--- src/rtl/assert_macros.svh ---
// assertion macros shared by the controller rtl
`ifndef ASSERT_MACROS_SVH
`define ASSERT_MACROS_SVH

// plain property, sampled on the rising clock edge, off while in reset
`define BRHC_ASSERT(label, clk, rst_n, prop, msg) \
	label: assert property (@(posedge clk) disable iff (!rst_n) (prop)) else $error(msg);

// same-cycle implication
`define BRHC_ASSERT_IMP(label, clk, rst_n, ante, cons, msg) \
	label: assert property (@(posedge clk) disable iff (!rst_n) (ante) |-> (cons)) \
		else $error(msg);

// next-cycle implication
`define BRHC_ASSERT_NEXT(label, clk, rst_n, ante, cons, msg) \
	label: assert property (@(posedge clk) disable iff (!rst_n) (ante) |=> (cons)) \
		else $error(msg);

`endif

--- src/rtl/brhc_div5.sv ---
// unsigned floor division by five through a reciprocal multiply
module brhc_div5 #(
	parameter int W = 26
) (
	input  logic [W-1:0] num,
	output logic [W-1:0] quot
);

	// exact for every num below 2^W: m = ceil(2^(W+3) / 5), shift by W+3
	localparam logic [W+3:0] TWO_POW = (W+4)'(1) << (W + 3);
	localparam logic [W:0]   RECIP   = (W+1)'(TWO_POW / 5 + 1);

	logic [2*W:0] prod;

	assign prod = (2*W+1)'(num) * (2*W+1)'(RECIP);
	assign quot = W'(prod >> (W + 3));

endmodule

--- config.mk ---
export PLATFORM = sky130hd
export DESIGN_NAME = brhc_div5
export DESIGN_NICKNAME = d
export VERILOG_FILES = /design/src/rtl/assert_macros.svh /design/src/rtl/brhc_div5.sv
export SDC_FILE = /design/constraint.sdc
export NUM_CORES = 1
export LEC_CHECK = 0
export ABC_AREA = 1
export BUFFER_PORTS_ARGS = -buffer_cell sky130_fd_sc_hd__buf_2
export CAP_MARGIN = 20
export CORE_AREA = 2 2 147 149
export DETAILED_ROUTE_END_ITERATION = 7
export DIE_AREA = 0 0 149 151
export PLACE_DENSITY = 0.72
export SLEW_MARGIN = 10
export SYNTH_ARGS = -nofsm -noshare
export SYNTH_HDL_FRONTEND = slang
export SYNTH_SLANG_ARGS = --single-unit
--- constraint.sdc ---
create_clock -name vclk -period 16.62
set_input_delay 2.493 -clock vclk [all_inputs]
set_output_delay 2.493 -clock vclk [all_outputs]
set_load 0.02 [all_outputs]
=== Word-level counts from Yosys, hierarchy flattened ===
Cells that the tools add are included.

* Output and inout port bits: 26
* Flip-flop bits (word level): 0
* Bits of input ports: 26
* Word-level logic and storage cells: 1

* Multiply operators: 1

{| class="wikitable"
|+ Operators with widths
! kind !! count
|-
| 26-bit by 27-bit multiplier with 53-bit output (second input constant) || 1
|}

=== Depth between registers and ports, before layout ===
* Depth after elaboration: 1
* Gate-level depth with buffers: 26
* Depth with buffers taken out: 26

=== Least setup slack after synthesis ===
No wires, ideal clock.

* Path type: input port to output port
* Start point: input port num[11]
* End point: output port quot[14]
* Required time: 14.127 ns
* Arrival time: 7.438 ns
* Buffers on the path: 0
* Path slack: 6.689 ns
* Stages on the path: 20
* Cell sequence: ha_1 fa_1 fa_1 inv_1 fa_1 inv_1 fa_1 inv_1 fa_1 inv_1 fa_1 ha_1 a21o_1 inv_1 o21ai_1 a21oi_1 nor2_1 nor2_1 nand4_1 nand2_1

* Longest elaborated chain between the ends: 1

{| class="wikitable"
|+ RTL lines
! what !! RTL line !! text
|-
| start, declared || brhc_div5.sv:5 || <nowiki>input logic [W-1:0] num,</nowiki>
|-
| 26-bit by 27-bit multiplier with 53-bit output || brhc_div5.sv:15 || <nowiki>assign prod = (2*W+1)'(num) * (2*W+1)'(RECIP);</nowiki>
|-
| end, declared || brhc_div5.sv:6 || <nowiki>output logic [W-1:0] quot</nowiki>
|}

No other way between the ends.

=== Worst setup path in the final report ===
Same ends and word-level chain as after synthesis.

==> run metrics <==
outcome=complete, no violations; post-layout util=0.529; First DRT Iteration DRCs=approximately 400; Starting Density=0.501; Reg area=0 um2; layout cells sized above 1=0.0523; most frequent cells after synthesis=inv_1, nand2_1, ha_1; Syn Area/Cell=7.74 um2; first-pass GRT wire length=around 46 mm; area leader, netlist=fa_1; Rows=53; ANT cells=0; Antenna Violating Nets Remaining=0; Min-Delay Endpoint=quot[8]; instance count of the mapped netlist=approximately 1.3k; area delta synth->final=5.59%; Setup Fix Bufs, Post-CTS=0; post-synthesis cell type count=29; count leader, synth=inv_1; input/output buffers=50; Hold Crit Depth=9; Max Fclk=between 90 and 100 MHz; Total Nets Final=between 1.5k and 2k; final hold vios=0; FFs & Latches=0; Syn Std Cell Area=~10000 um2; CTS resizes=0; Slew Limit Fails=0; Layout fillers=between 2k and 2.5k; WP data arrival=~8.3 ns; post-synthesis sequential area ratio=0; CLK BUF=0; Hold Crit Class=in2out; vias per cell=approximately 5.0; Max Cap Viol=0; worst relative slew slack=0.630; Synth top area share=0.368; Synth area leaders=fa_1, ha_1, inv_1; hold_buf cts=0; Slew @ Worst Pin=between 0.5 and 0.6 ns; minimum clock period=10.80 ns; Post-route DRC=0; # IOs=52; CP Max Fanout=5; Vias=around 8.4k; crit path launch type=primary input; crit end category=primary output; Final GP Congestion=1.00; synth warn=0; number of global-route vias before repair=9033; die width=roughly 150 um; Post-Route Setup TNS=0 ns; Die Ht=about 150 um; Die ar.=22500 um2; total congestion overflow=0; Hold Crit Start=num[2]; unrepaired setup endpoints after global routing=false; CORE AREA=between 20000 and 25000 um2; Data required, critical path=roughly 14 ns; Tot GR Track Use=0.267; Crit Path Class=in2out; crit share post-route=0.650; final setup fails=0; pin count of the biggest net entering global routing=7; antenna violations before repair=0; HPWL after DPL=between 20 and 30 mm; WL per Instance=~17 um; drt first pass iters=5; final wirelength=27.9 mm
## layer usage
layer,global-route usage,up-vias,part of all wire
li1,-,4166,-
met5,0,-,0
met2,0.449,218,0.45
met3,0.0298,49,0.050
met4,0.0848,0,0.041
met1,0.362,4009,0.45
## metrics by stage
stage | std cells | hold slack (ns) | worst slack (ns) | cell area, um2
6_report | 1672 | 5.87 | 5.82 | 11000
5_1_grt | 1672 | 5.98 | 5.50 | 11000
4_1_cts | 1672 | 5.88 | 5.83 | 11000
3_5_place_dp | 1672 | 5.87 | 5.83 | 11000
3_3_place_gp | 1672 | 5.87 | 5.88 | 11000
2_1_floorplan | 1349 | 5.53 | 6.69 | 10400
## worst max-delay path by stage
stage | start | endpoint | slack, ns | depth (start not counted)
global route | num[11] | quot[22] | 5.50 | 21
finish | num[11] | quot[14] | 5.82 | 20
global placement | num[11] | quot[14] | 5.88 | 23
floorplan | num[11] | quot[14] | 6.69 | 20
CTS | num[11] | quot[14] | 5.83 | 20
detailed placement | num[11] | quot[14] | 5.83 | 20
## critical path, cell delays in order
cell     delay (ns)
buf_2          0.16
ha_1           0.41
fa_1           0.61
inv_1          0.07
fa_1           0.54
fa_1           0.56
fa_1           0.56
fa_1           0.55
inv_1          0.06
fa_1           0.48
ha_1           0.41
a21oi_1        0.29
o21ai_0        0.18
a21oi_1        0.40
nor2_1         0.07
nor2_1         0.14
nand3_1        0.09
nand2_1        0.06
nand2_1        0.04
buf_2          0.15
## cells in the final DEF, fill, tap and decap left out, drive strengths merged, types with 4 or more instances in the layout
| master | instances |
|---|---|
| a21oi | 61 |
| buf | 50 |
| fa | 192 |
| ha | 208 |
| inv | 402 |
| nand2 | 259 |
| nand3 | 33 |
| nand4 | 23 |
| nor2 | 91 |
| nor3 | 8 |
| nor4 | 4 |
| o21a | 4 |
| o21ai | 35 |
| o21bai | 5 |
| xnor2 | 8 |
## layout make-up
cell class	instances	area, um2	share of cell area
Timing Repair Buffer	50	250	0.0227
Tap cell	275	344	0.0312
Inverter	402	1510	0.137
Multi-Input combinational cell	945	8920	0.809
## cells by family after synthesis
family                     after synthesis  synth area share
xor gates and xnor gates                10           0.00839
and+or+nand+nor                        421             0.170
AOI/OAI and AO/OA                      112            0.0575
adders and majority gates              400             0.618
buffers and inverters                  404             0.146
other                                    1          0.000359
Power is left out: the tool's default activity adds up to more than one toggle a clock period on the data nets, which glitch-free logic cannot reach.
