[src/rtl/assert_macros.svh]
// assertion macros shared by the controller rtl
`ifndef ASSERT_MACROS_SVH
`define ASSERT_MACROS_SVH

// plain property, sampled on the rising clock edge, off while in reset
`define BRHC_ASSERT(label, clk, rst_n, prop, msg) \
	label: assert property (@(posedge clk) disable iff (!rst_n) (prop)) else $error(msg);

// same-cycle implication
`define BRHC_ASSERT_IMP(label, clk, rst_n, ante, cons, msg) \
	label: assert property (@(posedge clk) disable iff (!rst_n) (ante) |-> (cons)) \
		else $error(msg);

// next-cycle implication
`define BRHC_ASSERT_NEXT(label, clk, rst_n, ante, cons, msg) \
	label: assert property (@(posedge clk) disable iff (!rst_n) (ante) |=> (cons)) \
		else $error(msg);

`endif

[src/rtl/brhc_pkg.sv]
// types, codes and fixed field widths of the relay hysteresis controller
package brhc_pkg;

	// fixed field widths
	localparam int ACTION_W   = 2;
	localparam int NOW_W      = 40;
	localparam int VOLT_W     = 15;
	localparam int CURR_W     = 16;
	localparam int POWER_W    = 15;
	localparam int HOLD_W     = 32;
	localparam int ENERGY_W   = 64;
	localparam int VSMOOTH_W  = 23;
	localparam int CSMOOTH_W  = 24;
	localparam int STATUS_W   = 2;
	localparam int CFG_DATA_W = 32;
	localparam int CFG_ADDR_W = 5;

	// lowest voltage that counts as a valid sample (1.0 V)
	localparam logic [VOLT_W-1:0] VOLT_MIN_RAW = 15'd800;

	// configuration reset values
	localparam logic [VOLT_W-1:0] R1_ON_BELOW_RST  = 15'd9680;
	localparam logic [VOLT_W-1:0] R1_OFF_ABOVE_RST = 15'd10560;
	localparam logic [CURR_W-1:0] R1_OFF_MIN_RST   = 16'd150;
	localparam logic [VOLT_W-1:0] R2_OFF_BELOW_RST = 15'd9680;
	localparam logic [VOLT_W-1:0] R2_ON_ABOVE_RST  = 15'd10560;
	localparam logic [HOLD_W-1:0] R1_HOLD_RST      = 32'd60000;
	localparam logic [HOLD_W-1:0] R2_HOLD_RST      = 32'd10000;
	localparam logic [VOLT_W-1:0] CRIT_BAND_RST    = 15'd160;

	typedef enum logic [ACTION_W-1:0] {
		ACT_SAMPLE = 2'd0,
		ACT_MANUAL = 2'd1,
		ACT_CLEAR  = 2'd2
	} action_t;

	typedef enum logic [STATUS_W-1:0] {
		ST_APPLIED    = 2'd0,
		ST_READ_ERR   = 2'd1,
		ST_UNDER_VOLT = 2'd2,
		ST_CMD_DONE   = 2'd3
	} status_t;

	typedef enum logic [2:0] {
		REG_R1_ON_BELOW  = 3'd0,
		REG_R1_OFF_ABOVE = 3'd1,
		REG_R1_OFF_MIN   = 3'd2,
		REG_R2_OFF_BELOW = 3'd3,
		REG_R2_ON_ABOVE  = 3'd4,
		REG_R1_HOLD      = 3'd5,
		REG_R2_HOLD      = 3'd6,
		REG_CRIT_BAND    = 3'd7
	} cfg_reg_t;

	// one input item
	typedef struct packed {
		logic [ACTION_W-1:0]      action;
		logic [NOW_W-1:0]         now_ms;
		logic [VOLT_W-1:0]        voltage_raw;
		logic signed [CURR_W-1:0] current_raw;
		logic [POWER_W-1:0]       power_raw;
		logic                     read_ok;
		logic                     relay_select;
		logic                     relay_value;
	} item_t;

	// one result item
	typedef struct packed {
		logic                        relay1_out;
		logic                        relay2_out;
		logic [VSMOOTH_W-1:0]        volt_smoothed;
		logic signed [CSMOOTH_W-1:0] curr_smoothed;
		logic [VOLT_W-1:0]           volt_peak;
		logic [VOLT_W-1:0]           curr_peak;
		logic [POWER_W-1:0]          power_peak;
		logic [ENERGY_W-1:0]         energy_sum;
		logic                        fast_sampling;
		logic [NOW_W-1:0]            relay1_on_total;
		logic [NOW_W-1:0]            relay2_on_total;
		logic [STATUS_W-1:0]         status;
	} result_t;

	// per-relay control for one transfer
	typedef struct packed {
		logic sample;   // valid sample: run the hold timer
		logic req_on;   // thresholds ask for on
		logic req_off;  // thresholds ask for off
		logic manual;   // manual set of this relay
		logic value;    // manual set value
		logic clear;    // statistics reset
	} relay_ctl_t;

endpackage

[src/rtl/brhc_relay.sv]
// one relay: hold timer, manual set and on-time accounting
module brhc_relay #(
	parameter int TIME_BITS = 40
) (
	input  logic                          clk,
	input  logic                          arst_n,
	input  brhc_pkg::relay_ctl_t          ctl,
	input  logic [TIME_BITS-1:0]          now,
	input  logic [brhc_pkg::HOLD_W-1:0]   hold,
	output logic                          on_next,
	output logic [TIME_BITS-1:0]          total_next
);

	logic                 on_q, pend_q;
	logic [TIME_BITS-1:0] start_q, accum_q, since_q;
	logic                 pend_n;
	logic [TIME_BITS-1:0] start_n, accum_n, since_n;

	logic                 desired;
	logic [TIME_BITS-1:0] start_eff;
	logic                 held;
	logic [TIME_BITS:0]   acc_sum;
	logic [TIME_BITS-1:0] acc_sat;
	logic                 sw_en, sw_val;
	logic [TIME_BITS-1:0] sess_n;
	logic [TIME_BITS:0]   tot_sum;

	// request resolves to the current state when no threshold is crossed
	assign desired   = ctl.req_on | (on_q & ~ctl.req_off);
	assign start_eff = pend_q ? start_q : now;
	assign held      = (now - start_eff) >= TIME_BITS'(hold);

	// closing the running session, saturating
	assign acc_sum = {1'b0, accum_q} + {1'b0, now - since_q};
	assign acc_sat = acc_sum[TIME_BITS] ? '1 : acc_sum[TIME_BITS-1:0];

	// switch decision from the hold timer or a manual set
	always_comb begin
		pend_n  = pend_q;
		start_n = start_q;
		sw_en   = 1'b0;
		sw_val  = on_q;
		if (ctl.sample) begin
			if (desired != on_q) begin
				pend_n  = 1'b1;
				start_n = start_eff;
				if (held) begin
					sw_en  = 1'b1;
					sw_val = desired;
					pend_n = 1'b0;
				end
			end else begin
				pend_n = 1'b0;
			end
		end
		if (ctl.manual) begin
			sw_en  = 1'b1;
			sw_val = ctl.value;
		end
	end

	// state and on-time after the transfer
	always_comb begin
		on_next = on_q;
		accum_n = accum_q;
		since_n = since_q;
		if (sw_en) begin
			if (sw_val && !on_q) begin
				since_n = now;
			end else if (!sw_val && on_q) begin
				accum_n = acc_sat;
			end
			on_next = sw_val;
		end
		if (ctl.clear) begin
			accum_n = '0;
			if (on_q) begin
				since_n = now;
			end
		end
	end

	// on-time including the running session
	assign sess_n     = now - since_n;
	assign tot_sum    = {1'b0, accum_n} + {1'b0, sess_n};
	assign total_next = !on_next ? accum_n :
	                    (tot_sum[TIME_BITS] ? '1 : tot_sum[TIME_BITS-1:0]);

	always_ff @(posedge clk or negedge arst_n) begin
		if (!arst_n) begin
			on_q    <= 1'b0;
			pend_q  <= 1'b0;
			start_q <= '0;
			accum_q <= '0;
			since_q <= '0;
		end else if (ctl.sample || ctl.manual || ctl.clear) begin
			on_q    <= on_next;
			pend_q  <= pend_n;
			start_q <= start_n;
			accum_q <= accum_n;
			since_q <= since_n;
		end
	end

endmodule

[config.mk]
export PLATFORM = sky130hd
export DESIGN_NAME = brhc_relay
export DESIGN_NICKNAME = d
export VERILOG_FILES = /design/src/rtl/assert_macros.svh /design/src/rtl/brhc_pkg.sv /design/src/rtl/brhc_relay.sv
export SDC_FILE = /design/constraint.sdc
export NUM_CORES = 1
export LEC_CHECK = 0
export BUFFER_PORTS_ARGS = -buffer_cell sky130_fd_sc_hd__buf_2
export CAP_MARGIN = 20
export CORE_MARGIN = 4
export CORE_UTILIZATION = 46
export DETAILED_ROUTE_END_ITERATION = 16
export GPL_TIMING_DRIVEN = 0
export PLACE_DENSITY = 0.66
export SKIP_LAST_GASP = 1
export SYNTH_ARGS = -nofsm -noshare
export SYNTH_HDL_FRONTEND = slang
export SYNTH_SLANG_ARGS = --single-unit
export TNS_END_PERCENT = 100
[constraint.sdc]
create_clock -name clk -period 14 [get_ports clk]
set_input_delay 0.7 -clock clk [delete_from_list [all_inputs] [get_ports clk]]
set_output_delay 0.7 -clock clk [all_outputs]
set_load 0.005 [all_outputs]
# Yosys cells after proc, flatten, opt, wreduce, memory -nomap -nowiden
# Index checks and enable logic that the tools add are counted.
# op_classes
add_sub_neg	5
magnitude_cmp	1
eq_ne	1
n_mux	23
n_bitwise	3
reduce_logical	8
# ops
op	n
40-bit two-way mux	12
40-bit subtractor	3
40-bit by 40-bit adder with 41-bit output	2
40-bit by 32-bit >= comparator with 1-bit output	1
1-bit two-way mux	11
3-bit AND reduction	1
1-bit logical AND	2
1-bit zero test	2
1-bit logical OR	2
2-bit AND reduction	1
1-bit bitwise AND	1
1-bit != test	1
1-bit inverter	1
1-bit OR	1
# word_totals
ff_bits	122
inputBits	80
word_cells	46

# Longest topological paths before layout
# Gate-level depths: netlist of run 1.
# depth
depth_word	16
depth_mapped	59

# Worst setup path after synthesis of run 1
# Ideal clock, no wire load.
# synth_path
path_kind	flip-flop to output port
start	register pend_q
end	output total_next[39]
arrival_time_ns	10.980
required_ns	13.300
slack_ns	2.320
path_stages_with_launch	57
n_path_buf	6
path_cell_list	dfrtp_1 clkbuf_1 buf_1 mux2i_1 inv_1 fa_1 nand2b_1 a21oi_4 o21ai_2 o311ai_2 o21ai_2 and2_1 nor2_1 nor2_1 xnor2_1 ha_1 a2111oi_0 o21ai_0 [21 not listed] xnor2_1 ha_1 o21a_1 o211ai_1 nand2_1 nand2_1 a21oi_1 o41ai_1 o31ai_1 a41oi_1 a21oi_1 a41o_1 o2111a_1 o21a_1 o21a_1 o41a_1 xnor2_1 a2bb2oi_1
# synth_between
elab_chain_len	16
# synth_lines
element	line	rtl
start, declared	brhc_relay.sv:14	logic on_q, pend_q;
start signal, assigned	brhc_relay.sv:98	pend_q <= pend_n;
40-bit two-way mux *	brhc_relay.sv:30	assign start_eff = pend_q ? start_q : now;
via start_eff[1]	brhc_relay.sv:20	logic [TIME_BITS-1:0] start_eff;
40-bit subtractor *	brhc_relay.sv:31	assign held = (now - start_eff) >= TIME_BITS'(hold);
40-bit by 32-bit >= comparator with 1-bit output *	brhc_relay.sv:31	
1-bit two-way mux	brhc_relay.sv:47	if (held) begin
1-bit two-way mux	brhc_relay.sv:44	if (desired != on_q) begin
1-bit two-way mux	brhc_relay.sv:43	if (ctl.sample) begin
1-bit two-way mux	brhc_relay.sv:56	if (ctl.manual) begin
[2 not listed]	-	
40-bit two-way mux *	brhc_relay.sv:67	if (sw_en) begin
40-bit two-way mux	brhc_relay.sv:77	if (on_q) begin
40-bit two-way mux *	brhc_relay.sv:75	if (ctl.clear) begin
via since_n[0]	brhc_relay.sv:17	logic [TIME_BITS-1:0] start_n, accum_n, since_n;
40-bit subtractor *	brhc_relay.sv:84	assign sess_n = now - since_n;
40-bit by 40-bit adder with 41-bit output *	brhc_relay.sv:85	assign tot_sum = {1'b0, accum_n} + {1'b0, sess_n};
40-bit two-way mux *	brhc_relay.sv:87	(tot_sum[TIME_BITS] ? '1 : tot_sum[TIME_BITS-1:0]);
40-bit two-way mux *	brhc_relay.sv:86	assign total_next = !on_next ? accum_n :
end, declared	brhc_relay.sv:11	output logic [TIME_BITS-1:0] total_next
# Mark *: on every way through the listed nets, which the timed path passes. The rest lies on a longest branch.

# Worst setup path after layout of run 1
# layout_path
start	register pend_q
end	output total_next[39]
# layout_between
elab_chain_len	16
# layout_lines
element	line
40-bit two-way mux *	brhc_relay.sv:30
40-bit subtractor *	brhc_relay.sv:31
40-bit by 32-bit >= comparator with 1-bit output *	brhc_relay.sv:31
1-bit two-way mux	brhc_relay.sv:47
1-bit two-way mux	brhc_relay.sv:44
1-bit two-way mux	brhc_relay.sv:43
1-bit two-way mux	brhc_relay.sv:56
1-bit logical AND / 1-bit zero test (equally long branches)	brhc_relay.sv:68, brhc_relay.sv:70
40-bit two-way mux / 1-bit logical AND (equally long branches)	brhc_relay.sv:68, brhc_relay.sv:70
40-bit two-way mux, on equally long branches	brhc_relay.sv:67, brhc_relay.sv:70
40-bit two-way mux, on equally long branches	brhc_relay.sv:77, brhc_relay.sv:68
40-bit two-way mux, on equally long branches	brhc_relay.sv:75, brhc_relay.sv:67
40-bit subtractor / 40-bit two-way mux (equally long branches)	brhc_relay.sv:84, brhc_relay.sv:75
40-bit by 40-bit adder with 41-bit output	brhc_relay.sv:85
40-bit two-way mux	brhc_relay.sv:87
40-bit two-way mux *	brhc_relay.sv:86
# Mark *: on every way between the ends. The rest lies on a longest branch, timed or not.

==> reports/metrics.csv, run 1 <==
stage;metric;value;unit
die;die-area;39800;um^2
cells_and_area;multi_input_area;13010;um^2
timing;slew_violations;0;
critical_path;arrival;12.44;ns
hold_path;hp-class;input pin to async pin;
pwr;ir_drop;0.00009076;V
timing;whs;0.1967;ns
critical_path;critPathRequiredTime;13.30;ns
yosys;synth_seq_cells;122;
global_route;grtUsageTotal;25.65;%
timing;worst_slew_pin_slew;0.9746;ns
placement;place_congestion;0.9567;
die;initial_core_util;47.08;%
die;io_pins;121;
drt;wirelength;52030;um
global_route;grt_pass1_vias;15820;
critical_path;max_stage_delay;0.48;ns
cells_and_area;instances_no_fill;2724;
timing;period_minus_slack;13.14;ns
drt;drc_errors;0;
clocking;htreeDepth;4;
critical_path;crit_path_end_kind;primary output;
timing;setup_viol;0;
global_route;grt_pass1_wl;81920;um
clocking;clock_latency;0.43;ns
placement;hpwl;42100;um
clocking;cts_buffers;17;
clocking;clockBufferDepth;2;
yosys;netlist_instances;2097;
drt;drt_iter0_drc;1085;
timing;rsz0062_at_grt;no;
pwr;powerDensity;147.8;nW/um^2
critical_path;critPathLaunchType;register;
timing;fin_crit_sh;93.85;%
die;die_h;199.5;um
cells_and_area;drive_above_1_share;15.59;%
pwr;power.leakage;9.102;nW
die;die_w;199.5;um
cells_and_area;fin_util;52.70;%
global_route;grt_max_degree;82;
yosys;synth_area;16870;um^2
yosys;syn_avg_cell_area;8.044;um^2
yosys;synth_cell_types;94;
clocking;root_buffer;clkbuf_16;
cells_and_area;fillers;3462;
yosys;synthArstFlopShare;100.0;%
yosys;synth_top_cell_area_share;18.10;%
timing;maxSlewHeadroom;33.35;%
drt;firstDrtPassIters;5;
job;max_cap_viol_count;0;
placement;io_buffer_count;120;
critical_path;crit_type;register to primary output;
placement;placedCellCount;2679;
status;status;completed;
critical_path;cp_slowest_cell;dfrtp_2;
cells_and_area;seq_area;3054;um^2
timing;hold_viol;0;
clocking;tritoncts;built;
timing;layout_setup_ws;0.8610;ns
clocking;cts.sinks;122;
cells_and_area;fin_nets;2556;
global_route;overflow;0;
timing;fin_skew;0.01412;ns
timing;fmaxAchievable;0.07611;GHz
clocking;path_clk_slew;0.06;ns
die;core;35830;um^2
drt;wl_per_cell;19.10;um
die;num_rows;69;
yosys;yosysTopAreaCell;dfrtp_1;
yosys;yosys-top-cells-area;dfrtp_1 18%, ha_1 17%, xnor2_1 6.1%;
yosys;synth-edff-count;0;
yosys;synth_nets;2407;
critical_path;path_max_fanout;10;
global_route;antenna_found_initial;8;
drt;vias;16400;
drt;vias_per_cell;6.021;
placement;place_ws;-1.473;ns
drt;postRouteAntennaNets;0;
yosys;synth-seq-area-share;18.10;%
yosys;yosysWarnings;0;
clocking;cts_hold_buf;0;
cells_and_area;syn2layout_area_growth;11.93;%
yosys;synth_ff_type;dfrtp_1;
## path summary, 6_finish.rpt
kind,startpoint,cells after the start,slack [ns],endpoint
worst max-delay path,pend_q$_DFFE_PN0P_,55,0.86,total_next[39]
worst min-delay path,arst_n,1,0.20,accum_q[32]$_DFFE_PN0P_
worst max register to register,pend_q$_DFFE_PN0P_,27,5.87,accum_q[2]$_DFFE_PN0P_
worst min register to register,start_q[36]$_DFFE_PN0P_,2,0.48,start_q[36]$_DFFE_PN0P_
max in group asynchronous,arst_n,2,13.00,pend_q$_DFFE_PN0P_
min in group clk,start_q[36]$_DFFE_PN0P_,2,0.48,start_q[36]$_DFFE_PN0P_
## routing by layer
layer / GRT usage, % / part of all wire (%) / up-vias / wire, um
met1: 33.46 / 44 / 7787 / 22780
met4: 8.050 / 3.0 / 6 / 1536
met2: 43.15 / 47 / 487 / 24450
met5: 0 / 0.088 / - / 46
met3: 4.687 / 6.2 / 98 / 3219
li1: - / - / 8024 / -
## placed cells by master, fill, tap and decap left out, types with 19 or more instances in the layout
cell,Yosys,final
ha_1,225,225
and3_1,21,21
nand2_1,153,152
dfrtp_1,122,121
a21oi_1,202,199
o21a_1,22,22
nand3_1,43,43
clkbuf_1,46,42
mux2i_1,41,40
mux2_2,37,37
inv_1,174,174
o21ai_0,131,131
o21ai_1,20,19
nand2b_1,39,39
xor2_1,57,57
nor3_1,35,35
xnor2_1,118,117
o221a_2,80,80
nor2_1,139,139
a21o_1,77,76
buf_2,8,129
o21bai_1,29,28
## timing repair
action	4_1_cts	5_1_grt
pin swaps	3	3
setup buffers	5	5
resized for setup	14	32
endpoints found under the setup margin	40	40
## report_power, final
part,switching [mW],leakage (nW),internal [mW]
Combinational,1.10,7.30,0.792
Clock,0.175,0.276,0.261
Sequential,0.0422,1.53,0.416
Total,1.32,9.10,1.47
## critical path: cells and delay by family (launching register included)
family                   cells  cell delay, ns
AND/OR/NAND/NOR             12            2.22
flip-flops                   1            0.48
buffers and inverters        7            1.40
multiplexers                 2            0.46
XOR/XNOR                     3            0.60
AO/OA/AOI/OAI               27            5.50
adder cells (fa/ha/maj)      4            1.34
## sequential cells by signal, indices dropped and copies added (netlist names)
register  count
accum_q      40
on_q          1
start_q      40
since_q      40
pend_q        1
## layout make-up
cell class / instances / area share (%)
multi-input cells: 1732 / 68.90
diodes: 5 / 0.06626
repair buffers: 131 / 3.757
plain buffers: 66 / 1.597
inverters: 176 / 3.499
clock buffers: 24 / 2.604
well taps: 461 / 3.055
flip-flops and latches: 122 / 16.18
clock inverters: 7 / 0.3512
## synthesized netlist by cell type, drive strengths merged, types with 16 or more instances
cell type	count
nand4	17
nand2b	39
o211ai	17
mux2	38
nor2b	17
o221a	80
o21a	24
and3	21
ha	225
a21oi	206
nor2	140
dfrtp	122
buf	21
nor3	36
o21bai	29
xnor2	118
clkbuf	46
a21o	78
inv	175
a31oi	16
nand3	44
and2	16
mux2i	41
o21ai	155
nand2	153
xor2	57
## cell families (layout without fill, tap and decap cells)
logic type | count (synthesis) | after routing | share of synthesized area [%]
multiplexers | 79 | 79 | 4.970
AND/OR/NAND/NOR | 518 | 518 | 14.52
flip-flops | 122 | 122 | 18.10
adder cells (fa/ha/maj) | 231 | 231 | 17.34
XOR/XNOR | 175 | 175 | 9.086
other | 0 | 5 | 0
AO/OA/AOI/OAI | 729 | 729 | 30.48
buffers and inverters | 243 | 404 | 5.511
## through the flow
step                      TNS [ns]  total power [mW]  cell area [um^2]
after floorplan                  0             1.840             16870
after global placement      -43.49             2.261             18050
after detailed placement    -50.11             2.303             18080
after CTS                        0             2.757             18700
after global routing             0             3.016             18870
final                            0             2.790             18880
(Power assumes the default switching activity.)
==> inputs of run 2 (changes only) <==
--- a/config.mk
+++ b/config.mk
@@ -5,13 +5,13 @@
 export SDC_FILE = /design/constraint.sdc
 export NUM_CORES = 1
 export LEC_CHECK = 0
-export BUFFER_PORTS_ARGS = -buffer_cell sky130_fd_sc_hd__buf_2
-export CAP_MARGIN = 20
+export ABC_AREA = 1
 export CORE_MARGIN = 4
 export CORE_UTILIZATION = 46
 export DETAILED_ROUTE_END_ITERATION = 16
+export DONT_BUFFER_PORTS = 1
 export GPL_TIMING_DRIVEN = 0
-export PLACE_DENSITY = 0.66
+export PLACE_DENSITY = 0.63
 export SKIP_LAST_GASP = 1
 export SYNTH_ARGS = -nofsm -noshare
 export SYNTH_HDL_FRONTEND = slang
==> run 2 against run 1 <==
  * Register-to-register slack gained 0.73 ns
  * Synthesized cell count grew 34%
  * Die area grew 5.4%
  * Critical endpoint unchanged
==> reports/metrics.csv, run 2 <==
stage;metric;value;unit;change
yosys;synth_nets;3119;;was 2407
cells_and_area;reg_top3;accum_q: 40 flops, since_q: 40 flops, start_q: 40 flops;;unchanged
critical_path;crit_top_cell;nand2_1;;
global_route;grt_pass1_wl;93490;um;was 81920 um
yosys;yosysWarnings;0;;unchanged
global_route;grt_pass1_vias;17960;;was 15820
timing;setup_viol;0;;unchanged
die;num_rows;71;;was 69
clocking;cts_buffers;17;;unchanged
pwr;powerDensity;154.1;nW/um^2;was 147.8 nW/um^2
critical_path;crit_family;compound AO/OA/AOI/OAI gates;;unchanged
drt;vias_per_cell;5.471;;was 6.021
job;max_cap_viol_count;0;;unchanged
timing;fmaxAchievable;0.07962;GHz;was 0.07611 GHz
placement;hpwl;51060;um;was 42100 um
clocking;tritoncts;built;;unchanged
die;die_w;204.8;um;was 199.5 um
yosys;netlist_instances;2809;;was 2097
die;die_h;204.8;um;was 199.5 um
critical_path;critPathBufInv;8;;was 7
global_route;met2_usage;48.60;%;was 43.15%
yosys;yosys-top-cells-area;dfrtp_1 17%, ha_1 16%, nand2_1 15%;;was dfrtp_1 18%, ha_1 17%, xnor2_1 6.1%
drt;drc_errors;0;;unchanged
placement;io_buffer_count;0;;was 120
yosys;synth_top_cell_area_share;17.14;%;was 18.10%
timing;period_minus_slack;12.56;ns;was 13.14 ns
clocking;cts_resized;0;;was 14
pwr;power.leakage;9.964;nW;was 9.102 nW
critical_path;crit_type;register to primary output;;unchanged
timing;hold_viol;0;;unchanged
clocking;clock_latency;0.45;ns;was 0.43 ns
timing;fin_skew;0.01489;ns;was 0.01412 ns
cells_and_area;multi_input_area;13030;um^2;was 13010 um^2
die;die-area;41930;um^2;was 39800 um^2
yosys;ys_top_cells_by_count;692 x nand2_1, 406 x inv_1, 281 x a21oi_1;;was 225 x ha_1, 202 x a21oi_1, 174 x inv_1
critical_path;critPathLaunchType;register;;unchanged
die;core;37930;um^2;was 35830 um^2
timing;maxSlewHeadroom;43.43;%;was 33.35%
cells_and_area;final_common_cell;nand2_1;;was ha_1
cells_and_area;final_cell_mix;692 x nand2_1, 406 x inv_1, 281 x a21oi_1;;was 225 x ha_1, 199 x a21oi_1, 174 x inv_1
critical_path;crit_path_end_kind;primary output;;unchanged
yosys;synth_area;17810;um^2;was 16870 um^2
cells_and_area;diodes;0;;was 5
yosys;yosysMostFrequentCell;nand2_1;;was ha_1
drt;wl_per_cell;17.86;um;was 19.10 um
drt;postRouteAntennaNets;0;;unchanged
yosys;synth_seq_cells;122;;unchanged
critical_path;path_max_fanout;10;;unchanged
critical_path;crit_start;pend_q$_DFFE_PN0P_;;unchanged
hold_path;hp-class;input pin to async pin;;unchanged
timing;worst_slew_pin_slew;0.8485;ns;was 0.9746 ns
clocking;cts.sinks;122;;unchanged
cells_and_area;seq_area;3053;um^2;was 3054 um^2
global_route;antenna_found_initial;0;;was 8
timing;slew_violations;0;;unchanged
clocking;htreeDepth;4;;unchanged
yosys;synth_cell_types;58;;was 94
die;initial_core_util;46.96;%;was 47.08%
global_route;grt-busiest-layer;met2;;unchanged
timing;setup_tns;0;ns;unchanged
placement;place_congestion;0.9615;;was 0.9567
drt;vias;18350;;was 16400
pwr;ir_drop;0.0001005;V;was 0.00009076 V
yosys;synth-edff-count;0;;unchanged
critical_path;critPathRequiredTime;13.30;ns;about the same
timing;rsz0062_at_grt;no;;unchanged
global_route;met3_usage;2.485;%;was 4.687%
cells_and_area;fillers;3993;;was 3462
cells_and_area;syn2layout_area_growth;7.221;%;was 11.93%
critical_path;cp_slowest_cell;clkbuf_1;;was dfrtp_2
drt;drt_iter0_drc;1320;;was 1085
clocking;root_buffer;clkbuf_16;;unchanged
critical_path;max_stage_delay;0.61;ns;was 0.48 ns
global_route;overflow;0;;unchanged
global_route;grtUsageTotal;28.16;%;was 25.65%
clocking;postCtsSetupBuffers;0;;was 5
global_route;met1_usage;36.54;%;was 33.46%
cells_and_area;drive_above_1_share;3.519;%;was 15.59%
die;io_pins;121;;unchanged
critical_path;r2r-start;pend_q$_DFFE_PN0P_;;unchanged
timing;fin_crit_sh;89.71;%;was 93.85%
yosys;synthArstFlopShare;100.0;%;unchanged
drt;wirelength;59890;um;was 52030 um
cells_and_area;fin_nets;3139;;was 2556
timing;whs;0.1030;ns;was 0.1967 ns
yosys;synth_ff_type;dfrtp_1;;unchanged
global_route;grt_max_degree;123;;was 82
drt;firstDrtPassIters;6;;was 5
status;status;completed;;unchanged
yosys;syn_avg_cell_area;6.341;um^2;was 8.044 um^2
clocking;cts_hold_buf;1;;was 0
critical_path;arrival;11.86;ns;was 12.44 ns
yosys;synth-seq-area-share;17.14;%;was 18.10%
clocking;path_clk_slew;0.07;ns;was 0.06 ns
yosys;yosysTopAreaCell;dfrtp_1;;unchanged
clocking;clockBufferDepth;2;;unchanged
[run 2: cell families after synthesis]
kind of cell / after synthesis / share of synthesized area (%)
AOI/OAI and AO/OA: 651 / 20.39
xor gates and xnor gates: 157 / 7.720
adders and majority gates: 230 / 16.37
buffers and inverters: 455 / 9.701
DFF: 122 / 17.14
muxes: 33 / 1.854
and+or+nand+nor: 1161 / 26.83
[run 2: final timing paths]
| check | to | slack (ns) | cells past startpoint |
|---|---|---|---|
| max reg2reg | accum_q[28]$_DFFE_PN0P_ | 6.60 | 35 |
| min reg2reg | start_q[19]$_DFFE_PN0P_ | 0.49 | 2 |
| min | since_q[38]$_DFFE_PN0P_ | 0.10 | 1 |
| max | total_next[39] | 1.44 | 59 |
| max in group asynchronous | since_q[35]$_DFFE_PN0P_ | 13.13 | 1 |
| min in group clk | pend_q$_DFFE_PN0P_ | 0.37 | 1 |
[run 2: final cells by class]
cell class              count  share of cell area, %
flip-flops and latches    122                  15.99
well taps                 511                  3.348
repair buffers              1                 0.1441
plain buffers              45                 0.9893
inverters                 410                  8.058
multi-input cells        2232                  68.23
clock inverters            13                 0.8713
clock buffers              19                  2.372
[run 2: power by group]
part	internal, mW	total [mW]	switching [mW]
clock	0.291	0.482	0.191
sequential	0.418	0.454	0.0363
combinational	0.696	2.01	1.31
[run 2: routing by layer]
layer	routed length, um	vias to the layer above
met3	2532	107
met1	27150	8426
met5	0	-
met2	27970	469
li1	-	9343
met4	2241	0
[run 2: stage by stage]
stage	setup slack (ns)	area (um^2)	instances	total power, mW	util (%)
after detailed placement	1.805	18450	3320	2.430	48.64
after global routing	0.4096	19100	3353	3.215	50.35
final	1.440	19100	3353	2.942	50.35
after floorplan	5.075	17810	2809	1.941	-
after global placement	1.862	18450	3320	2.403	48.64
after CTS	1.275	19100	3353	2.931	50.35
==> inputs of run 3 (changes only) <==
--- a/config.mk
+++ b/config.mk
@@ -6,7 +6,7 @@
 export NUM_CORES = 1
 export LEC_CHECK = 0
 export ABC_AREA = 1
-export CORE_MARGIN = 4
+export CORE_MARGIN = 3
 export CORE_UTILIZATION = 46
 export DETAILED_ROUTE_END_ITERATION = 16
 export DONT_BUFFER_PORTS = 1
==> constraint.sdc (replaced) <==
create_clock -name clk -period 12.9 [get_ports clk]
set_input_delay 0.645 -clock clk [delete_from_list [all_inputs] [get_ports clk]]
set_output_delay 0.645 -clock clk [all_outputs]
set_load 0.005 [all_outputs]
==> run 3 against run 2 <==
  * Core utilization down 0.14 points
  * Cell area down 0.27%
  * Critical endpoint unchanged
  * Critical path type unchanged
  * Combinational power up 8%
  * Cell count about the same
  * Register-to-register slack worse by 0.65 ns
  * Clock power up 2%
  * Flip-flop and latch count unchanged
  * Non-clock buffer count down 1
  * Global-route usage up 0.69 points
  * Wire length up 0.29%
  * Via count down 0.37%
  * Worst setup slack worse by 0.37 ns
==> reports/metrics.csv, run 3 (synthesis results as in run 2) <==
stage;metric;value;unit;change
status;status;completed;;unchanged
drt;vias_per_cell;5.454;;was 5.471
global_route;grt_pass1_wl;93870;um;was 93490 um
clocking;root_buffer;clkbuf_16;;unchanged
global_route;overflow;0;;unchanged
critical_path;path_max_fanout;11;;was 10
placement;place_ws;0.7011;ns;was 1.805 ns
die;die_w;202.8;um;was 204.8 um
drt;drt_iter0_drc;1029;;was 1320
clocking;htreeDepth;4;;unchanged
critical_path;cp_slowest_cell;dfrtp_1;;was clkbuf_1
critical_path;arrival;11.19;ns;was 11.86 ns
die;die_h;202.8;um;was 204.8 um
die;initial_core_util;46.96;%;unchanged
clocking;clock_latency;0.45;ns;about the same
clocking;postCtsSetupBuffers;0;;unchanged
timing;rsz0062_at_grt;no;;unchanged
timing;worst_slew_pin_slew;0.7254;ns;was 0.8485 ns
timing;slew_violations;0;;unchanged
placement;io_buffer_count;0;;unchanged
critical_path;r2r-start;pend_q$_DFFE_PN0P_;;unchanged
cells_and_area;instances_no_fill;3351;;was 3353
drt;firstDrtPassIters;5;;was 6
cells_and_area;fin_util;50.21;%;was 50.35%
critical_path;critPathLaunchType;register;;unchanged
timing;fmaxAchievable;0.08450;GHz;
critical_path;crit_type;register to primary output;;unchanged
die;die-area;41120;um^2;was 41930 um^2
cells_and_area;fin_nets;3138;;was 3139
placement;placedCellCount;3320;;unchanged
drt;wl_per_cell;17.93;um;was 17.86 um
timing;fin_crit_sh;91.74;%;
global_route;grtUsageTotal;28.85;%;was 28.16%
timing;period_minus_slack;11.83;ns;
cells_and_area;syn2layout_area_growth;6.933;%;was 7.221%
drt;vias;18280;;was 18350
hold_path;hp-class;input pin to async pin;;unchanged
drt;wirelength;60070;um;was 59890 um
clocking;tritoncts;built;;unchanged
timing;fin_skew;0.01859;ns;was 0.01489 ns
timing;hold_viol;0;;unchanged
die;num_rows;71;;unchanged
critical_path;max_stage_delay;0.74;ns;was 0.61 ns
pwr;power.leakage;9.941;nW;was 9.964 nW
clocking;clockBufferDepth;2;;unchanged
timing;layout_setup_ws;1.065;ns;was 1.440 ns
global_route;grt_pass1_vias;18000;;was 17960
cells_and_area;final_cell_mix;692 x nand2_1, 406 x inv_1, 281 x a21oi_1;;unchanged
clocking;path_clk_slew;0.07;ns;about the same
critical_path;rrSetupSlack;5.95;ns;was 6.60 ns
timing;setup_viol;0;;unchanged
critical_path;critPathRequiredTime;12.26;ns;was 13.30 ns
critical_path;ff2ff_path_depth;34;;was 35
cells_and_area;reg_top3;accum_q: 40 flops, since_q: 40 flops, start_q: 40 flops;;unchanged
cells_and_area;final_common_cell;nand2_1;;unchanged
placement;place_congestion;0.9602;;was 0.9615
pwr;powerDensity;166.4;nW/um^2;was 154.1 nW/um^2
timing;setup_tns;0;ns;unchanged
clocking;cts.sinks;122;;unchanged
cells_and_area;drive_above_1_share;3.486;%;was 3.519%
timing;whs;0.1466;ns;was 0.1030 ns
clocking;cts_buffers;17;;unchanged
job;max_cap_viol_count;0;;unchanged
die;io_pins;121;;unchanged
critical_path;crit_path_end_kind;primary output;;unchanged
placement;hpwl;51520;um;was 51060 um
critical_path;rr_endpoint;accum_q[17]$_DFFE_PN0P_;;was accum_q[28]$_DFFE_PN0P_
global_route;grt_max_degree;123;;unchanged
critical_path;crit_top_cell;nand2_1;;unchanged
drt;drc_errors;0;;unchanged
timing;maxSlewHeadroom;51.64;%;was 43.43%
drt;postRouteAntennaNets;0;;unchanged
global_route;antenna_found_initial;0;;unchanged
cells_and_area;diodes;0;;unchanged
pwr;ir_drop;0.0001057;V;was 0.0001005 V
die;core;37930;um^2;unchanged
## run 3: cell count changes in the layout (fill, tap and decap cells not counted), sizes merged
cell      change
clkinv        -1
inv           -1
clkbuf        +1
bufinv        -1
clkinvlp      +1
buf           -1
## run 3: through the flow
stage / cell area (um^2) / total power, mW
2_1_floorplan: 17810 / 2.107
3_3_place_gp: 18450 / 2.614
3_5_place_dp: 18450 / 2.644
4_1_cts: 19050 / 3.153
5_1_grt: 19050 / 3.462
6_report: 19050 / 3.169
## run 3: critical path: cells and delay by family, from the launching register on
family / cells / cell delay [ns]
simple gates: 27 / 3.20
compound gates: 16 / 3.18
fa+ha+maj: 5 / 1.69
buf+inv: 8 / 1.36
flops: 1 / 0.74
xor+xnor: 2 / 0.55
## run 3: power breakdown
part	internal, mW	switching, mW
sequential	0.454	0.0402
clock	0.288	0.203
combinational	0.756	1.43
total	1.50	1.67
## run 3: what timing repair did
action / 4_1_cts / 5_1_grt
endpoints found under the setup margin: 0 / 34
hold buffers: 1 / 0
resized for setup: 0 / 3
hold endpoints to repair: 122 / 0
## run 3: worst max-delay path by stage
stage,start,to,cells after the start
floorplan,pend_q$_DFFE_PN0P_,total_next[39],59
global placement,pend_q$_DFFE_PN0P_,total_next[39],59
detailed placement,pend_q$_DFFE_PN0P_,total_next[39],59
CTS,pend_q$_DFFE_PN0P_,total_next[39],59
global route,pend_q$_DFFE_PN0P_,total_next[39],60
finish,pend_q$_DFFE_PN0P_,total_next[39],58
## run 3: layer usage
| metal | vias to the layer above | routed length, um | track usage, % |
|---|---|---|---|
| met4 | 0 | 1737 | 8.884 |
| li1 | 9343 | - | - |
| met1 | 8439 | 27300 | 37.07 |
| met3 | 79 | 2399 | 3.207 |
| met5 | - | 0 | 0 |
| met2 | 416 | 28630 | 50.84 |
## run 3: cell type report
type	count	area, um^2
timing repair buffer	1	27.53
sequential	122	3053
clock inverter	11	122.6
inverter	410	1539
multi-input combinational	2232	13030
tap	511	639.4
clock buffer	20	446.7
fill	4070	18890
buffer	44	187.7
